===== src/design/hsv2rgb_pkg.sv =====
// Shared types, constants and a helper function for the HSV to RGB converter.
`timescale 1ns / 1ps

package hsv2rgb_pkg;

  // Full turn times one byte unit (65536 * 255) and half of it for rounding.
  localparam logic [23:0] TURN_BYTE = 24'd16711680;
  localparam logic [31:0] TURN_BYTE_HALF = 32'd8355840;
  // Rounding bias for a ratio over 255.
  localparam logic [15:0] BYTE_HALF = 16'd127;

  // Hue sectors.
  localparam logic [2:0] SEC_RED_YEL = 3'd0;
  localparam logic [2:0] SEC_YEL_GRN = 3'd1;
  localparam logic [2:0] SEC_GRN_CYN = 3'd2;
  localparam logic [2:0] SEC_CYN_BLU = 3'd3;
  localparam logic [2:0] SEC_BLU_MAG = 3'd4;

  typedef struct packed {
    logic [15:0] hue;
    logic [7:0]  saturation;
    logic [7:0]  brightness;
    logic [7:0]  alpha_in;
  } hsv_in_t;

  typedef struct packed {
    logic [7:0] red;
    logic [7:0] green;
    logic [7:0] blue;
    logic [7:0] alpha_out;
  } rgb_out_t;

  // After the sector split.
  typedef struct packed {
    logic        vld;
    logic [2:0]  sector;
    logic [15:0] frac;
    logic [7:0]  sat;
    logic [7:0]  val;
    logic [7:0]  alpha;
  } sec_t;

  // After the brightness products.
  typedef struct packed {
    logic        vld;
    logic [2:0]  sector;
    logic [7:0]  val;
    logic [7:0]  alpha;
    logic [31:0] xq;
    logic [31:0] xt;
    logic [15:0] pr;
  } mul_t;

  // Floor of y / 255 for any 16-bit y below 65280, by reciprocal shift and add.
  function automatic logic [7:0] div255(input logic [15:0] y);
    logic [16:0] s;
    s = {1'b0, y} + 17'd1 + {9'b0, y[15:8]};
    return s[15:8];
  endfunction

endpackage


===== src/design/hsv2rgb_sector.sv =====
// First pipeline stage: hue times six, split into sector and fraction.
`timescale 1ns / 1ps

module hsv2rgb_sector
  import hsv2rgb_pkg::*;
(
  input  logic    clk,
  input  logic    rst_n,
  input  logic    up_vld,
  input  hsv_in_t up_data,
  output logic    up_rdy,
  output sec_t    dn_data,
  input  logic    dn_rdy
);

  sec_t        stg_r;
  sec_t        stg_nxt;
  logic        en;
  logic [18:0] scaled;

  assign en     = !stg_r.vld || dn_rdy;
  assign up_rdy = en;

  // Six times hue as four times plus two times.
  assign scaled = {1'b0, up_data.hue, 2'b00} + {2'b00, up_data.hue, 1'b0};

  always_comb begin
    stg_nxt.vld    = up_vld;
    stg_nxt.sector = scaled[18:16];
    stg_nxt.frac   = scaled[15:0];
    stg_nxt.sat    = up_data.saturation;
    stg_nxt.val    = up_data.brightness;
    stg_nxt.alpha  = up_data.alpha_in;
  end

  always_ff @(posedge clk) begin
    if (!rst_n) begin
      stg_r.vld <= 1'b0;
    end else if (en) begin
      stg_r.vld <= stg_nxt.vld;
    end
    if (en) begin
      stg_r.sector <= stg_nxt.sector;
      stg_r.frac   <= stg_nxt.frac;
      stg_r.sat    <= stg_nxt.sat;
      stg_r.val    <= stg_nxt.val;
      stg_r.alpha  <= stg_nxt.alpha;
    end
  end

  assign dn_data = stg_r;

endmodule


===== src/design/hsv2rgb_prod.sv =====
// Second and third pipeline stages: saturation terms, then brightness products.
`timescale 1ns / 1ps

module hsv2rgb_prod
  import hsv2rgb_pkg::*;
(
  input  logic clk,
  input  logic rst_n,
  input  sec_t up_data,
  output logic up_rdy,
  output mul_t dn_data,
  input  logic dn_rdy
);

  // Stage two registers.
  logic        v2_r;
  logic [2:0]  sector2_r;
  logic [7:0]  val2_r;
  logic [7:0]  alpha2_r;
  logic [23:0] aq2_r;
  logic [23:0] at2_r;
  logic [15:0] pn2_r;

  logic [23:0] fs;
  logic [7:0]  sinv;
  logic [23:0] aq_nxt;
  logic [23:0] at_nxt;
  logic [15:0] pn_nxt;

  mul_t stg3_r;
  mul_t stg3_nxt;

  logic en2;
  logic en3;

  assign en3    = !stg3_r.vld || dn_rdy;
  assign en2    = !v2_r || en3;
  assign up_rdy = en2;

  // 1 - f*s and 1 - (1-f)*s, both scaled by a full turn times 255.
  assign fs     = {8'b0, up_data.frac} * {16'b0, up_data.sat};
  assign sinv   = 8'd255 - up_data.sat;
  assign aq_nxt = TURN_BYTE - fs;
  assign at_nxt = {sinv, 16'b0} + fs;
  assign pn_nxt = {8'b0, up_data.val} * {8'b0, sinv};

  always_ff @(posedge clk) begin
    if (!rst_n) begin
      v2_r <= 1'b0;
    end else if (en2) begin
      v2_r <= up_data.vld;
    end
    if (en2) begin
      sector2_r <= up_data.sector;
      val2_r    <= up_data.val;
      alpha2_r  <= up_data.alpha;
      aq2_r     <= aq_nxt;
      at2_r     <= at_nxt;
      pn2_r     <= pn_nxt;
    end
  end

  always_comb begin
    stg3_nxt.vld    = v2_r;
    stg3_nxt.sector = sector2_r;
    stg3_nxt.val    = val2_r;
    stg3_nxt.alpha  = alpha2_r;
    stg3_nxt.xq     = {24'b0, val2_r} * {8'b0, aq2_r};
    stg3_nxt.xt     = {24'b0, val2_r} * {8'b0, at2_r};
    stg3_nxt.pr     = pn2_r + BYTE_HALF;
  end

  always_ff @(posedge clk) begin
    if (!rst_n) begin
      stg3_r.vld <= 1'b0;
    end else if (en3) begin
      stg3_r.vld <= stg3_nxt.vld;
    end
    if (en3) begin
      stg3_r.sector <= stg3_nxt.sector;
      stg3_r.val    <= stg3_nxt.val;
      stg3_r.alpha  <= stg3_nxt.alpha;
      stg3_r.xq     <= stg3_nxt.xq;
      stg3_r.xt     <= stg3_nxt.xt;
      stg3_r.pr     <= stg3_nxt.pr;
    end
  end

  assign dn_data = stg3_r;

endmodule


===== src/design/hsv2rgb_norm.sv =====
// Fourth and fifth pipeline stages: rounding, division by 255, sector select.
`timescale 1ns / 1ps

module hsv2rgb_norm
  import hsv2rgb_pkg::*;
(
  input  logic     clk,
  input  logic     rst_n,
  input  mul_t     up_data,
  output logic     up_rdy,
  output logic     dn_vld,
  output rgb_out_t dn_data,
  input  logic     dn_rdy
);

  // Stage four registers.
  logic        v4_r;
  logic [2:0]  sector4_r;
  logic [7:0]  val4_r;
  logic [7:0]  alpha4_r;
  logic [15:0] yq4_r;
  logic [15:0] yt4_r;
  logic [15:0] yp4_r;

  logic [31:0] sq;
  logic [31:0] st;

  // Stage five (output) registers.
  logic     v5_r;
  rgb_out_t out_r;
  rgb_out_t out_nxt;

  logic [7:0] cq;
  logic [7:0] ct;
  logic [7:0] cp;

  logic en4;
  logic en5;

  assign en5    = !v5_r || dn_rdy;
  assign en4    = !v4_r || en5;
  assign up_rdy = en4;

  // Add half the denominator and drop the full-turn factor.
  assign sq = up_data.xq + TURN_BYTE_HALF;
  assign st = up_data.xt + TURN_BYTE_HALF;

  always_ff @(posedge clk) begin
    if (!rst_n) begin
      v4_r <= 1'b0;
    end else if (en4) begin
      v4_r <= up_data.vld;
    end
    if (en4) begin
      sector4_r <= up_data.sector;
      val4_r    <= up_data.val;
      alpha4_r  <= up_data.alpha;
      yq4_r     <= sq[31:16];
      yt4_r     <= st[31:16];
      yp4_r     <= up_data.pr;
    end
  end

  assign cq = div255(yq4_r);
  assign ct = div255(yt4_r);
  assign cp = div255(yp4_r);

  always_comb begin
    out_nxt.alpha_out = alpha4_r;
    unique case (sector4_r)
      SEC_RED_YEL: begin
        out_nxt.red = val4_r; out_nxt.green = ct;     out_nxt.blue = cp;
      end
      SEC_YEL_GRN: begin
        out_nxt.red = cq;     out_nxt.green = val4_r; out_nxt.blue = cp;
      end
      SEC_GRN_CYN: begin
        out_nxt.red = cp;     out_nxt.green = val4_r; out_nxt.blue = ct;
      end
      SEC_CYN_BLU: begin
        out_nxt.red = cp;     out_nxt.green = cq;     out_nxt.blue = val4_r;
      end
      SEC_BLU_MAG: begin
        out_nxt.red = ct;     out_nxt.green = cp;     out_nxt.blue = val4_r;
      end
      // Magenta to red, the last sector.
      default: begin
        out_nxt.red = val4_r; out_nxt.green = cp;     out_nxt.blue = cq;
      end
    endcase
  end

  always_ff @(posedge clk) begin
    if (!rst_n) begin
      v5_r <= 1'b0;
    end else if (en5) begin
      v5_r <= v4_r;
    end
    if (en5) begin
      out_r <= out_nxt;
    end
  end

  assign dn_vld  = v5_r;
  assign dn_data = out_r;

endmodule


===== src/design/hsv_to_rgb_convert.sv =====
// Top level of the HSV to RGB pixel converter.
`timescale 1ns / 1ps

// The converter turns one HSV pixel into an 8-bit RGB pixel and copies the
// alpha byte across unchanged. Hue is a 16-bit fraction of a full turn, so
// it wraps naturally; saturation and brightness are bytes meaning k/255.
// Each channel is the exact rational result times 255, rounded half up,
// computed entirely in integer arithmetic. The datapath is a five-stage
// pipeline: hue times six and the sector split, the saturation terms, the
// brightness products, rounding with the full-turn factor dropped, and the
// division by 255 with the per-sector channel select, which loads the output
// register. A new pixel transfer is taken in every cycle, provided the output
// is not stalled. Each stage holds its contents while the one after it is full
// and stalled, so a stall on the output fills empty stages first and reaches
// in_stall only when the whole pipeline is occupied; no transfer is lost or
// repeated.
module hsv_to_rgb_convert
  import hsv2rgb_pkg::*;
(
  input  logic     clk,
  input  logic     rst_n,
  input  logic     in_valid,
  output logic     in_stall,
  input  hsv_in_t  in_data,
  output logic     out_valid,
  input  logic     out_stall,
  output rgb_out_t out_data
);

  sec_t sec_data;
  mul_t mul_data;
  logic sec_rdy;
  logic prod_rdy;
  logic norm_rdy;

  hsv2rgb_sector u_sector (
    .clk     (clk),
    .rst_n   (rst_n),
    .up_vld  (in_valid),
    .up_data (in_data),
    .up_rdy  (sec_rdy),
    .dn_data (sec_data),
    .dn_rdy  (prod_rdy)
  );

  hsv2rgb_prod u_prod (
    .clk     (clk),
    .rst_n   (rst_n),
    .up_data (sec_data),
    .up_rdy  (prod_rdy),
    .dn_data (mul_data),
    .dn_rdy  (norm_rdy)
  );

  hsv2rgb_norm u_norm (
    .clk     (clk),
    .rst_n   (rst_n),
    .up_data (mul_data),
    .up_rdy  (norm_rdy),
    .dn_vld  (out_valid),
    .dn_data (out_data),
    .dn_rdy  (!out_stall)
  );

  assign in_stall = !sec_rdy;

endmodule


===== config.mk =====
export PLATFORM = sky130hd
export DESIGN_NAME = hsv_to_rgb_convert
export DESIGN_NICKNAME = d
export VERILOG_FILES = /design/src/design/hsv2rgb_pkg.sv /design/src/design/hsv2rgb_sector.sv /design/src/design/hsv2rgb_prod.sv /design/src/design/hsv2rgb_norm.sv /design/src/design/hsv_to_rgb_convert.sv
export SDC_FILE = /design/constraint.sdc
export NUM_CORES = 2
export LEC_CHECK = 0
export BUFFER_PORTS_ARGS = -buffer_cell sky130_fd_sc_hd__buf_2
export CAP_MARGIN = 5
export CORE_MARGIN = 5
export CORE_UTILIZATION = 45
export DETAILED_ROUTE_END_ITERATION = 12
export MAX_ROUTING_LAYER = met4
export PLACE_DENSITY = 0.73
export REMOVE_ABC_BUFFERS = 1
export SYNTH_ARGS = -nofsm -noshare
export SYNTH_HDL_FRONTEND = slang
export SYNTH_SLANG_ARGS = --single-unit

===== constraint.sdc =====
create_clock -name clk -period 5.4 [get_ports clk]
set_input_delay 1.08 -clock clk [delete_from_list [all_inputs] [get_ports clk]]
set_output_delay 1.08 -clock clk [all_outputs]
set_load 0.03 [all_outputs]

==> qor.csv <==
metric,value,unit
crit_path_max_fanout,4,
final_net_count,3508,
die_h,261,um
clock_latency,590,ps
fmax,0.184,GHz
drive_above_1_share,13.1,%
overflow,0,
hold_path_class,flop to flop,
fin_cells,3745,
synth_cells,2671,
r2r-start,u_sector.dn_data[20],
setup_viol,2,
synth.most_common_cell,inv_1,
synth_seq_cells,295,
critPathRequiredTime,5710,ps
drtIter0Drc,1009,
core_area,62900,sq um
antenna_cells,0,
ys_seq_area_share,31.0,%
antenna_found_initial,0,
path_clk_slew,70,ps
cts_tree,yes,
relSlewSlack,21.7,%
num_vias,18903,
drtAntennaViolNets,0,
place.gp.congestion,0.874,
skew,19.6,ps
ioPinCount,78,
violations,setup timing,
synth_top_area_share,30.6,%
grt_usage,17.7,%
synth_ff_type,edfxtp_1,
grt_pass1_vias,19734,
hpwlAfterDp,45700,um
setup.worst_path.class,flop to flop,
clockBufferDepth,3,
ctsHoldBuffers,0,
area_growth,14.0,%
status,finished with violations,
root_buffer,clkbuf_16,
min_period_over_period,101,%
first_pass_iters,7,
r2r-end,u_prod.at2_r[23],
vias_per_cell,5.05,
reg2regPathDepth,23,
synth.avg_cell_area,10.6,sq um
syn_area,28400,sq um
cts_made_buffers,31,
rsz0062_at_grt,yes,
rows,92,
yosysWarnings,0,
synth_edf_count,290,
die_w,261,um
htreeDepth,1,
arrival,5750,ps
startpoint_type,flop,
grt_max_degree,63,
cts.sinks,295,
crit_start,u_sector.dn_data[20],
setup_ws,-32.6,ps
start_util,45.2,%
dp.cells,3672,
cap_violations,0,
wl_per_cell,15.4,um
grt_pass1_wl,97500,um
max_slew.worst_pin.slew,1180,ps
reg2reg_slack,-30,ps
ys_async_sr_fraction,0,%
synth_commonest_cells,"inv_1, fa_1, nand2_1, edfxtp_1, and2_1",
synth.area.top_cells,"edfxtp_1, fa_1, ha_1",
fill_cells,5498,
synth.distinct_cells,84,
drt-total-wl,57700,um
synth_top_area_cell,edfxtp_1,
drv_slew,0,
hold_viol,0,
cp-end-kind,flop,
place.port_buffers,77,
crit_end,u_prod.at2_r[23],
dieArea,68300,sq um
finalCriticalPeriod,5430,ps
drc,0,
finalHoldWorstSlack,414,ps
critical path: stages (launching register included):
cell and delay [ps]:
edfxtp_1 460, buf_6 170, and2_4 150, fa_1 470, fa_1 490, fa_1 540, inv_1 60, fa_1 520
inv_1 60, ha_4 250, and2_2 190, and3_1 190, nand3_2 90, nand2_1 90, xor2_2 190, ha_1 290
a21o_1 170, a21oi_2 130, nor2b_1 60, o21ai_1 110, nand2b_1 80, a21o_1 170, a21oi_2 140, xnor2_1 90
kinds of logic (layout without fill, tap and decap cells):
| kind of cell | after synthesis | after routing | synth area share (%) |
|---|---|---|---|
| fa+ha+maj | 590 | 590 | 35.6 |
| flops | 295 | 295 | 31.0 |
| xor+xnor | 164 | 164 | 5.11 |
| mux | 12 | 12 | 0.436 |
| buf+inv | 455 | 683 | 6.07 |
| compound gates | 262 | 262 | 6.29 |
| simple gates | 893 | 893 | 15.5 |
through the flow:
| step | utilization [%] | instance area [sq um] | worst slack, ps | TNS, ps |
|---|---|---|---|---|
| 2_1_floorplan | - | 28200 | -361 | -637 |
| 3_3_place_gp | 49.0 | 30800 | -187 | -403 |
| 3_5_place_dp | 49.0 | 30800 | -256 | -619 |
| 4_1_cts | 51.3 | 32200 | -12.6 | -12.6 |
| 5_1_grt | 51.6 | 32400 | -301 | -1190 |
| 6_report | 51.6 | 32400 | -32.6 | -56.4 |
worst min-delay path by stage:
stage                       startpoint            endpoint  slack (ps)  cells after the start
floorplan           u_prod.dn_data[80]  u_norm.alpha4_r[0]         400                      0
global placement    u_prod.dn_data[87]  u_norm.alpha4_r[7]         400                      0
detailed placement  u_prod.dn_data[80]  u_norm.alpha4_r[0]         400                      0
CTS                 u_prod.dn_data[80]  u_norm.alpha4_r[0]         400                      0
global route         u_prod.dn_data[0]     u_norm.yp4_r[0]         410                      0
finish              u_prod.dn_data[80]  u_norm.alpha4_r[0]         410                      0
state kept, by name, indices dropped and copies added (netlist names), 16 cells and up:
register / cells
u_norm.dn_data: 32
u_norm.yp4_r: 16
u_norm.yq4_r: 16
u_norm.yt4_r: 16
u_prod.aq2_r: 22
u_prod.at2_r: 23
u_prod.dn_data: 70
u_prod.pn2_r: 16
u_sector.dn_data: 43
layout make-up:
type | count | area (sq um) | area share [%]
flip-flops and latches | 295 | 8810 | 27.2
inverters | 388 | 1460 | 4.49
repair buffers | 237 | 1730 | 5.35
well taps | 846 | 1060 | 3.27
clock inverters | 19 | 244 | 0.753
multi-input cells | 1921 | 18300 | 56.3
clock buffers | 39 | 856 | 2.64
placed cells by master (no fill, tap or decap), drive strengths merged, types with 8 or more instances in the layout:
cell    synthesis  layout
inv           387     390
fa            366     366
nand2         365     365
edfxtp        290     290
buf             8     237
and2          229     229
ha            224     224
nor2          112     112
xnor2         109     109
a21oi          58      58
xor2           55      55
o21ai          50      50
nor2b          49      49
clkbuf         59      39
nor3           28      28
nand3          26      26
o21a           25      25
a21o           23      23
nand4          20      20
a211oi         20      20
o211ai         17      17
nand2b         15      15
a31oi          14      14
and3           13      13
mux2i           9       9
or2             8       8
clkinv          1       8
per-layer routing:
layer | global-route usage [%] | up-vias | routed length, um
met5 | - | - | 0
met4 | 2.95 | 0 | 991
met3 | 2.36 | 74 | 3010
met2 | 29.0 | 422 | 27900
met1 | 24.2 | 9313 | 25800
li1 | - | 9094 | -
timing repair:
action                                  4_1_cts  5_1_grt
endpoints found under the setup margin        4       24
buffers inserted                             11        5
gates resized for setup                      49       25
pin swaps                                    42       12
Power is not shown: default switching activity piles up to over one toggle a cycle in this logic, so the estimate is an artifact.
